File: config.mk
export PLATFORM = sky130hd
export DESIGN_NAME = masked_tuple_packet_classifier
export DESIGN_NICKNAME = d
export VERILOG_FILES = /design/src/hdl/mtpc_pkg.sv /design/src/hdl/mtpc_ram.sv /design/src/hdl/mtpc_queue.sv /design/src/hdl/mtpc_front.sv /design/src/hdl/mtpc_back.sv /design/src/hdl/masked_tuple_packet_classifier.sv
export SDC_FILE = /design/constraint.sdc
export NUM_CORES = 2
export LEC_CHECK = 0
export ABC_AREA = 1
export BUFFER_PORTS_ARGS = -buffer_cell sky130_fd_sc_hd__buf_2
export CORE_AREA = 4 4 396 398
export CTS_BUF_LIST = sky130_fd_sc_hd__clkbuf_2
export DETAILED_ROUTE_END_ITERATION = 16
export DIE_AREA = 0 0 400 402
export PLACE_DENSITY = 0.68
export SLEW_MARGIN = 15
export SYNTH_ARGS = -nofsm -noshare
export SYNTH_HDL_FRONTEND = slang
export SYNTH_SLANG_ARGS = --single-unit
File: constraint.sdc
create_clock -name clk -period 4.5 [get_ports clk]
set_clock_uncertainty 0.1 [all_clocks]
set_input_delay 0.9 -clock clk [delete_from_list [all_inputs] [get_ports clk]]
set_output_delay 0.9 -clock clk [all_outputs]
set_load 0.05 [all_outputs]
File: src/hdl/mtpc_pkg.sv
`default_nettype none
package mtpc_pkg;

  localparam int KEY_W       = 40;
  localparam int QUEUE_DEPTH = 4;
  localparam int ETH_LEN     = 14;
  localparam int IPV6_HDR    = 40;
  localparam int L4_BYTES    = 2 + 2;
  localparam logic [15:0] KIND_IPV4 = 16'h0800;
  localparam logic [15:0] KIND_IPV6 = 16'h86DD;
  localparam logic [6:0]  POS_MAX   = 7'd127;

  typedef enum logic [1:0] {
    REQ_PACKET = 2'd0,
    REQ_MASK   = 2'd1,
    REQ_RULE   = 2'd2,
    REQ_NONE   = 2'd3
  } req_t;

  typedef enum logic [1:0] {
    VERDICT_PASS     = 2'd0,
    VERDICT_DROP     = 2'd1,
    VERDICT_REDIRECT = 2'd2
  } verdict_t;

  typedef enum logic [1:0] {
    OP_MASK  = 2'd0,
    OP_RULE  = 2'd1,
    OP_FRAME = 2'd2
  } op_t;

  typedef enum logic [1:0] {
    ST_IDLE = 2'd0,
    ST_READ = 2'd1,
    ST_CMP  = 2'd2,
    ST_EMIT = 2'd3
  } state_t;

  typedef struct packed {
    op_t              op;
    verdict_t         pre;
    logic             lookup;
    logic [3:0]       index;
    logic [KEY_W-1:0] key;
    logic             valid;
    logic [5:0]       queue;
  } entry_t;

  typedef struct packed {
    logic pop;
    logic ram_we;
    logic load_out;
  } back_ctl_t;

endpackage
`default_nettype wire

File: src/hdl/mtpc_ram.sv
`default_nettype none
module mtpc_ram #(
  parameter int WIDTH = 40,
  parameter int DEPTH = 16
) (
  input  wire logic                                 clk,
  input  wire logic                                 we,
  input  wire logic [(DEPTH > 1 ? $clog2(DEPTH) : 1)-1:0] waddr,
  input  wire logic [WIDTH-1:0]                     wdata,
  input  wire logic [(DEPTH > 1 ? $clog2(DEPTH) : 1)-1:0] raddr,
  output logic      [WIDTH-1:0]                     rdata
);
  logic [WIDTH-1:0] mem [DEPTH];

  always_ff @(posedge clk) begin
    if (we) begin
      mem[waddr] <= wdata;
    end
    rdata <= mem[raddr];
  end
endmodule
`default_nettype wire

File: src/hdl/mtpc_queue.sv
`default_nettype none
module mtpc_queue (
  input  wire logic            clk,
  input  wire logic            rst,
  input  wire logic            push,
  input  wire mtpc_pkg::entry_t push_entry,
  input  wire logic            pop,
  output mtpc_pkg::entry_t     head,
  output logic                 empty,
  output logic                 full
);
  import mtpc_pkg::*;

  localparam int PW = $clog2(QUEUE_DEPTH);

  entry_t        slots [QUEUE_DEPTH];
  logic [PW-1:0] wptr;
  logic [PW-1:0] rptr;
  logic [PW:0]   count;

  assign empty = (count == '0);
  assign full  = (count == (PW+1)'(QUEUE_DEPTH));
  assign head  = slots[rptr];

  always_ff @(posedge clk) begin
    if (rst) begin
      wptr  <= '0;
      rptr  <= '0;
      count <= '0;
    end else begin
      if (push) begin
        slots[wptr] <= push_entry;
        wptr        <= wptr + 1'b1;
      end
      if (pop) begin
        rptr <= rptr + 1'b1;
      end
      if (push && !pop) begin
        count <= count + 1'b1;
      end else if (pop && !push) begin
        count <= count - 1'b1;
      end
    end
  end
endmodule
`default_nettype wire

File: src/hdl/mtpc_front.sv
`default_nettype none
module mtpc_front (
  input  wire logic                        clk,
  input  wire logic                        rst,
  input  wire logic                        in_valid,
  output logic                             in_ready,
  input  wire logic [1:0]                  req_type,
  input  wire logic [7:0]                  data_byte,
  input  wire logic                        last_byte,
  input  wire logic [5:0]                  rx_queue,
  input  wire logic [3:0]                  entry_index,
  input  wire logic [mtpc_pkg::KEY_W-1:0]  entry_key,
  input  wire logic                        entry_valid,
  input  wire logic                        q_full,
  output logic                             push,
  output mtpc_pkg::entry_t                 push_entry
);
  import mtpc_pkg::*;

  logic [6:0]       byte_position;
  logic [15:0]      ether_kind;
  logic [3:0]       header_length;
  logic [KEY_W-1:0] packet_key;

  logic [15:0]      kind_now;
  logic [3:0]       hl_now;
  logic [KEY_W-1:0] key_now;
  logic [6:0]       l4_start;
  logic [6:0]       l4_diff;
  logic [7:0]       len;
  logic             accept;
  logic             is_packet;
  verdict_t         pre;
  logic             lookup;

  assign in_ready  = !q_full;
  assign accept    = in_valid && in_ready;
  assign is_packet = (req_type == REQ_PACKET);
  assign len       = {1'b0, byte_position} + 8'd1;

  always_comb begin
    kind_now = ether_kind;
    if (byte_position == 7'd12) begin
      kind_now = {data_byte, ether_kind[7:0]};
    end else if (byte_position == 7'd13) begin
      kind_now = {ether_kind[15:8], data_byte};
    end
    hl_now = (byte_position == 7'(ETH_LEN)) ? data_byte[3:0] : header_length;

    l4_start = '0;
    if (kind_now == KIND_IPV4) begin
      l4_start = (hl_now >= 4'd5) ? 7'(ETH_LEN) + {1'b0, hl_now, 2'b00} : 7'd0;
    end else if (kind_now == KIND_IPV6) begin
      l4_start = 7'(ETH_LEN + IPV6_HDR);
    end
    l4_diff = byte_position - l4_start;

    key_now = packet_key;
    if ((kind_now == KIND_IPV4 && byte_position == 7'(ETH_LEN + 9)) ||
        (kind_now == KIND_IPV6 && byte_position == 7'(ETH_LEN + 6))) begin
      key_now[39:32] = data_byte;
    end
    if (l4_start != '0 && byte_position >= l4_start && l4_diff < 7'(L4_BYTES)) begin
      case (l4_diff[1:0])
        2'd0:    key_now[31:24] = data_byte;
        2'd1:    key_now[23:16] = data_byte;
        2'd2:    key_now[15:8]  = data_byte;
        default: key_now[7:0]   = data_byte;
      endcase
    end

    pre    = VERDICT_PASS;
    lookup = 1'b0;
    if (len < 8'(ETH_LEN)) begin
      pre = VERDICT_DROP;
    end else if (kind_now == KIND_IPV4) begin
      if (hl_now < 4'd5 ||
          len < 8'(ETH_LEN + L4_BYTES) + {2'b00, hl_now, 2'b00}) begin
        pre = VERDICT_DROP;
      end else begin
        lookup = 1'b1;
      end
    end else if (kind_now == KIND_IPV6) begin
      if (len < 8'(ETH_LEN + IPV6_HDR + L4_BYTES)) begin
        pre = VERDICT_DROP;
      end else begin
        lookup = 1'b1;
      end
    end
  end

  always_comb begin
    push_entry.pre    = pre;
    push_entry.lookup = lookup;
    push_entry.index  = entry_index;
    push_entry.valid  = entry_valid;
    push_entry.queue  = rx_queue;
    push_entry.key    = entry_key;
    push_entry.op     = OP_FRAME;
    push              = 1'b0;
    case (req_type)
      REQ_PACKET: begin
        push_entry.key = key_now;
        push           = accept && last_byte;
      end
      REQ_MASK: begin
        push_entry.op = OP_MASK;
        push          = accept;
      end
      REQ_RULE: begin
        push_entry.op = OP_RULE;
        push          = accept;
      end
      default: push = 1'b0;
    endcase
  end

  always_ff @(posedge clk) begin
    if (rst) begin
      byte_position <= '0;
      ether_kind    <= '0;
      header_length <= '0;
      packet_key    <= '0;
    end else if (accept && is_packet) begin
      if (last_byte) begin
        byte_position <= '0;
        ether_kind    <= '0;
        header_length <= '0;
        packet_key    <= '0;
      end else begin
        if (byte_position != POS_MAX) begin
          byte_position <= byte_position + 1'b1;
        end
        ether_kind    <= kind_now;
        header_length <= hl_now;
        packet_key    <= key_now;
      end
    end
  end
endmodule
`default_nettype wire

File: src/hdl/mtpc_back.sv
`default_nettype none
module mtpc_back #(
  parameter int MASK_ENTRIES = 16,
  parameter int RULE_ENTRIES = 16
) (
  input  wire logic             clk,
  input  wire logic             rst,
  input  wire mtpc_pkg::entry_t head,
  input  wire logic             q_empty,
  output logic                  pop,
  output logic                  out_valid,
  input  wire logic             out_ready,
  output mtpc_pkg::verdict_t    verdict,
  output logic [5:0]            out_queue,
  output logic [31:0]           invalid_count,
  output logic [31:0]           matched_count
);
  import mtpc_pkg::*;

  localparam int MW = MASK_ENTRIES > 1 ? $clog2(MASK_ENTRIES) : 1;
  localparam int RW = RULE_ENTRIES > 1 ? $clog2(RULE_ENTRIES) : 1;

  state_t           state;
  state_t           state_next;
  back_ctl_t        ctl;
  entry_t           cur;
  verdict_t         result;
  logic [MW-1:0]    m;
  logic             hit;
  logic [KEY_W-1:0] mask_rdata;
  logic [KEY_W-1:0] masked;
  logic [MASK_ENTRIES-1:0] mask_set;
  logic [KEY_W-1:0] rule_key [RULE_ENTRIES];
  logic [RULE_ENTRIES-1:0] rule_on;
  logic [7:0]       index_ext;
  logic             mask_in_range;
  logic             rule_in_range;
  logic             m_last;
  logic             slot_free;

  assign index_ext     = {4'b0000, head.index};
  assign mask_in_range = (32'(head.index) < MASK_ENTRIES);
  assign rule_in_range = (32'(head.index) < RULE_ENTRIES);
  assign m_last        = (m == MW'(MASK_ENTRIES - 1));
  assign slot_free     = !out_valid || out_ready;
  assign pop           = ctl.pop;
  assign masked        = cur.key & (mask_set[m] ? mask_rdata : '0);

  mtpc_ram #(
    .WIDTH (KEY_W),
    .DEPTH (MASK_ENTRIES)
  ) u_mask_ram (
    .clk   (clk),
    .we    (ctl.ram_we),
    .waddr (index_ext[MW-1:0]),
    .wdata (head.key),
    .raddr (m),
    .rdata (mask_rdata)
  );

  always_comb begin
    hit = 1'b0;
    for (int r = 0; r < RULE_ENTRIES; r++) begin
      if (rule_on[r] && rule_key[r] == masked) begin
        hit = 1'b1;
      end
    end
  end

  always_comb begin
    state_next = state;
    case (state)
      ST_IDLE: begin
        if (!q_empty && head.op == OP_FRAME) begin
          state_next = head.lookup ? ST_READ : ST_EMIT;
        end
      end
      ST_READ: state_next = ST_CMP;
      ST_CMP:  state_next = (hit || m_last) ? ST_EMIT : ST_READ;
      ST_EMIT: state_next = slot_free ? ST_IDLE : ST_EMIT;
      default: state_next = ST_IDLE;
    endcase
  end

  always_comb begin
    ctl = '0;
    case (state)
      ST_IDLE: begin
        ctl.pop    = !q_empty;
        ctl.ram_we = !q_empty && head.op == OP_MASK && mask_in_range;
      end
      ST_EMIT: ctl.load_out = slot_free;
      default: ctl = '0;
    endcase
  end

  always_ff @(posedge clk) begin
    if (rst) begin
      state         <= ST_IDLE;
      mask_set      <= '0;
      rule_on       <= '0;
      out_valid     <= 1'b0;
      invalid_count <= '0;
      matched_count <= '0;
    end else begin
      state <= state_next;
      if (ctl.ram_we) begin
        mask_set[index_ext[MW-1:0]] <= 1'b1;
      end
      if (ctl.pop && head.op == OP_RULE && rule_in_range) begin
        rule_on[index_ext[RW-1:0]] <= head.valid;
      end
      if (ctl.load_out) begin
        out_valid <= 1'b1;
        if (result == VERDICT_DROP && invalid_count != '1) begin
          invalid_count <= invalid_count + 1'b1;
        end
        if (result == VERDICT_REDIRECT && matched_count != '1) begin
          matched_count <= matched_count + 1'b1;
        end
      end else if (out_ready) begin
        out_valid <= 1'b0;
      end
    end
  end

  always_ff @(posedge clk) begin
    if (ctl.pop && head.op == OP_RULE && rule_in_range) begin
      rule_key[index_ext[RW-1:0]] <= head.key;
    end
    if (state == ST_IDLE && !q_empty && head.op == OP_FRAME) begin
      cur    <= head;
      result <= head.pre;
      m      <= '0;
    end
    if (state == ST_CMP) begin
      if (hit) begin
        result <= VERDICT_REDIRECT;
      end else if (!m_last) begin
        m <= m + 1'b1;
      end
    end
    if (ctl.load_out) begin
      verdict   <= result;
      out_queue <= (result == VERDICT_REDIRECT) ? cur.queue : 6'd0;
    end
  end
endmodule
`default_nettype wire

File: src/hdl/masked_tuple_packet_classifier.sv
`default_nettype none
// Frame bytes and table writes enter one per cycle while the four-entry
// queue has room. Each frame's last byte queues one classification; the
// search engine then steps through each mask slot with a RAM read, then a
// compare against all rules at once, stopping at the first hit or after
// the last mask; frames without lookup (drop or pass) skip the search.
// Table writes are applied in order with frames.
module masked_tuple_packet_classifier #(
  parameter int MASK_ENTRIES = 16,
  parameter int RULE_ENTRIES = 16
) (
  input  wire logic                       clk,
  input  wire logic                       rst,
  input  wire logic                       in_valid,
  output logic                            in_ready,
  input  wire logic [1:0]                 req_type,
  input  wire logic [7:0]                 data_byte,
  input  wire logic                       last_byte,
  input  wire logic [5:0]                 rx_queue,
  input  wire logic [3:0]                 entry_index,
  input  wire logic [mtpc_pkg::KEY_W-1:0] entry_key,
  input  wire logic                       entry_valid,
  output logic                            out_valid,
  input  wire logic                       out_ready,
  output mtpc_pkg::verdict_t              verdict,
  output logic [5:0]                      out_queue,
  output logic [31:0]                     invalid_count,
  output logic [31:0]                     matched_count
);
  import mtpc_pkg::*;

  entry_t push_entry;
  entry_t head;
  logic   push;
  logic   pop;
  logic   q_empty;
  logic   q_full;

  mtpc_front u_front (
    .clk         (clk),
    .rst         (rst),
    .in_valid    (in_valid),
    .in_ready    (in_ready),
    .req_type    (req_type),
    .data_byte   (data_byte),
    .last_byte   (last_byte),
    .rx_queue    (rx_queue),
    .entry_index (entry_index),
    .entry_key   (entry_key),
    .entry_valid (entry_valid),
    .q_full      (q_full),
    .push        (push),
    .push_entry  (push_entry)
  );

  mtpc_queue u_queue (
    .clk        (clk),
    .rst        (rst),
    .push       (push),
    .push_entry (push_entry),
    .pop        (pop),
    .head       (head),
    .empty      (q_empty),
    .full       (q_full)
  );

  mtpc_back #(
    .MASK_ENTRIES (MASK_ENTRIES),
    .RULE_ENTRIES (RULE_ENTRIES)
  ) u_back (
    .clk           (clk),
    .rst           (rst),
    .head          (head),
    .q_empty       (q_empty),
    .pop           (pop),
    .out_valid     (out_valid),
    .out_ready     (out_ready),
    .verdict       (verdict),
    .out_queue     (out_queue),
    .invalid_count (invalid_count),
    .matched_count (matched_count)
  );

  a_queue_zero: assert property (@(posedge clk) disable iff (rst)
    out_valid && verdict != VERDICT_REDIRECT |-> out_queue == 6'd0)
    else $error("queue id on non-redirect item");

  a_match_counted: assert property (@(posedge clk) disable iff (rst)
    out_valid && verdict == VERDICT_REDIRECT |-> matched_count != 32'd0)
    else $error("redirect without match count");

  a_drop_counted: assert property (@(posedge clk) disable iff (rst)
    out_valid && verdict == VERDICT_DROP |-> invalid_count != 32'd0)
    else $error("drop without drop count");

endmodule
`default_nettype wire
==> run metrics <==
Peak VDD IR=330 uV; launch point of the worst path=u_front.byte_position[1]; Placed Area=roughly 82000 um2; Synth Area in Compound Gates=7.66%; Cell Rows=144; Die Area=161000 um2; drt total wl=270 mm; top post-synthesis cells by area=edfxtp_1 61%, nand2_1 8.2%, dfxtp_1 5.8%, nor2_1 3.6%, o21ai_0 3.6%; number of remaining DRC errors=0; Synth Area in XOR/XNOR=1.14%; Yosys cell types=53; most frequent CP cell=inv_2; wire per inst=approximately 26 um; largest net degree at the start of global routing=97; Clk pwr share=between 20% and 30%; Die Span X=400 um; Slew @ Worst Pin=~1.2 ns; CP Class=register to register; setup slack, reg-to-reg=-0.12 ns; Post-Synth Adder-Cell Area=less than 1%; cell accounting for the most synthesized area=edfxtp_1; CP Capture Type=register; die height=between 400 and 500 um; largest family of logic cells by synthesized area=simple AND/OR/NAND/NOR gates; Ports=140; register area share after synthesis=67.0%; H-tree Lvls=5; Starting DRT DRC Count=about 8900; Worst Path Required=6.10 ns; Net Count, Synth=7247; Slew Viols, Final=0; vias=60700; Mapped Area=between 70000 and 80000 um2; Syn Inst Count=between 7000 and 8000; Final WS setup=-0.119 ns; # setup viols final=between 90 and 100; share of post-route cells with drive strength above 1=19.0%; total power draw=46.9 mW; Gate power share=roughly 30%; Syn. warnings=0; Nets=8037; Worst-Skew Late Latency=~1.9 ns; clock tree buffer depth=4; part of the power in registers=46.1%; Fmax=216 MHz; Async SR Flop Fraction=0%; switching fraction of total power=between 30% and 40%; R2R cell count=28; Starting Density=49.7%; Final Cycle Share=103%; outcome=finished, violations left; Commonest cells post-synth=1657 x nand2_1, 1554 x edfxtp_1, 741 x nor2_1; Total GRT Usage=between 30% and 40%; Final min period=4.62 ns; ANT nets after route=0; Core ar.=153000 um2; Worst setup SP type=register; Hold Path Class=primary input to register; gp weighted congestion=1.03; Worst EP arrival=6.22 ns; CTS clk-pin slew, worst paths=roughly 0.12 ns; Power per Cell Area=527 nW/um2; failing checks=setup timing; I/O Buffers=139; Layout area overhead=16.7%; drt via density=5.86; final instance area=89000 um2; worst stage delay on the critical path=0.40 ns; Root Driver=clkbuf_2; Int Pwr=about 29 mW; #FFs+latches synth=1775; CTS tree=yes; RR Endpoint=u_front.packet_key[4]; net switching power=18.3 mW; Post-DP HPWL=164 mm; syn avg cell area=10.7 um2; worst setup path end=u_front.packet_key[4]; Hold Vio Cnt, Final=0; GRT overflow=0; Inserted Clock Buffers=451; vias in the first global route=58100; Crit-path slowest cell=fa_2; TritonRoute pass-1 iters=6; antenna violations before repair=23; number of synthesized flops with an enable pin=1554; Worst Path Max Fanout=8; clk sink count=around 1800; post-synth top area share=61.2%; top-count cell post-synth=nand2_1; Pleak=34.2 nW; post-synthesis mux area share=0%; worst rel slew slack=between 10% and 20%; r2r startpoint=u_front.byte_position[1]; Simple-Gate Fraction of Synth Area=roughly a fifth; fill count=12800; RSZ-0062 raised after global routing=yes; Max-Cap Viols=0; Post-synth top flop=edfxtp_1; first-pass GRT wire length=386 mm
-- layout by cell type, fill, tap and decap left out, drive strengths merged, types with 35 or more instances in the layout --
master       synthesis  final
inv                509    510
nor2               744    744
o22ai               94     94
edfxtp            1554   1554
clkbuf             217    714
dlygate4sd3          0    131
dfxtp              221    221
buf                128    548
nand3              363    363
nand4              133    133
clkinv              10     88
nor3                47     47
or2                 43     43
xor2                94     94
a21oi              265    265
nand3b             279    279
a221oi              47     47
o21ai              594    594
o221ai              35     35
nand2             1679   1679
-- registers in the layout (all words and copies together), names as in the netlist, 3 cells and up, named ones only --
signal and flops:
u_back.rule_key 640, u_back.u_mask_ram.mem 640, u_queue.slots 220, u_back.cur 46, u_back.u_mask_ram.rdata 40, u_front.packet_key 40
u_back.invalid_count 32, u_back.matched_count 32, u_back.mask_set 16, u_back.rule_on 16, u_front.ether_kind 16, u_front.byte_position 7
u_back.out_queue 6, u_back.m 4, u_front.header_length 4, u_queue.count 3
-- through the flow --
stage | setup slack, ns | hold WS, ns | cells | setup TNS (ns) | utilization (%)
2_1_floorplan | -0.194 | 0.308 | 7149 | -42.66 | -
4_1_cts | -0.164 | 0.0121 | 10300 | -14.61 | 57.7
3_3_place_gp | -0.534 | 0.320 | 9371 | -74.46 | 53.7
5_1_grt | -0.411 | 0.131 | 10300 | -48.39 | 58.0
6_report | -0.119 | 0.266 | 10300 | -5.45 | 58.1
3_5_place_dp | -0.569 | 0.316 | 9371 | -76.11 | 53.7
-- worst min path at each step --
| stage | start | to | slack [ns] | cells past startpoint |
|---|---|---|---|---|
| floorplan | u_back.result[0] | u_back.verdict[0] | 0.31 | 0 |
| global placement | u_back.result[0] | u_back.verdict[0] | 0.32 | 0 |
| detailed placement | u_back.result[0] | u_back.verdict[0] | 0.32 | 0 |
| CTS | data_byte[3] | u_front.ether_kind[3] | 0.01 | 7 |
| global route | rst | u_back.out_valid | 0.13 | 4 |
| finish | rst | u_back.out_valid | 0.27 | 4 |
-- cell families (layout without fill, tap and decap cells) --
logic type | Yosys count | after routing
xor+xnor | 99 | 99
fa+ha+maj | 32 | 32
other cells | 0 | 15
flops | 1775 | 1775
simple gates | 3313 | 3313
compound gates | 1066 | 1066
buf+inv | 864 | 2001
-- power by group through the flow --
stage	Clock, mW	Combinational (mW)	Sequential [mW]
detailed placement	0	13.4	22.0
CTS	11.3	13.5	21.6
global route	12.2	14.5	21.7
floorplan	0	5.96	21.9
finish	11.2	14.1	21.6
global placement	0	13.2	21.9
-- layer usage --
metal | up-vias | track usage (%) | wire, um
met5 | - | 0 | 62
met4 | 8 | 19.0 | 17200
met3 | 857 | 7.96 | 31900
met2 | 4050 | 50.4 | 122000
met1 | 29000 | 42.7 | 98800
li1 | 26700 | - | -
-- worst max-delay path, delay by kind of cell, from the launching register on --
| family | cells | cell delay [ns] |
|---|---|---|
| fa+ha+maj | 3 | 0.67 |
| simple gates | 11 | 1.82 |
| flops | 1 | 0.38 |
| compound gates | 4 | 0.43 |
| xor+xnor | 1 | 0.13 |
| buf+inv | 9 | 0.96 |
-- area by class of cell --
| type | count | area, um2 | share of cell area (%) |
|---|---|---|---|
| tap | 2044 | 2560 | 2.87 |
| sequential | 1775 | 51100 | 57.4 |
| clock inverter | 89 | 543 | 0.610 |
| antenna | 15 | 37.5 | 0.0422 |
| timing repair buffer | 682 | 5900 | 6.63 |
| multi-input combinational | 4510 | 23300 | 26.2 |
| inverter | 519 | 1960 | 2.20 |
| clock buffer | 711 | 3560 | 4.00 |
-- repair_timing --
action	in CTS	in global routing
hold buffers	132	0
hold endpoints to repair	523	0
pin swaps	33	46
gates resized for setup	148	139
endpoints found under the setup margin	160	167
setup buffers	16	10
gates cloned	5	2
No activity file was read; power rests on OpenSTA's default activity.
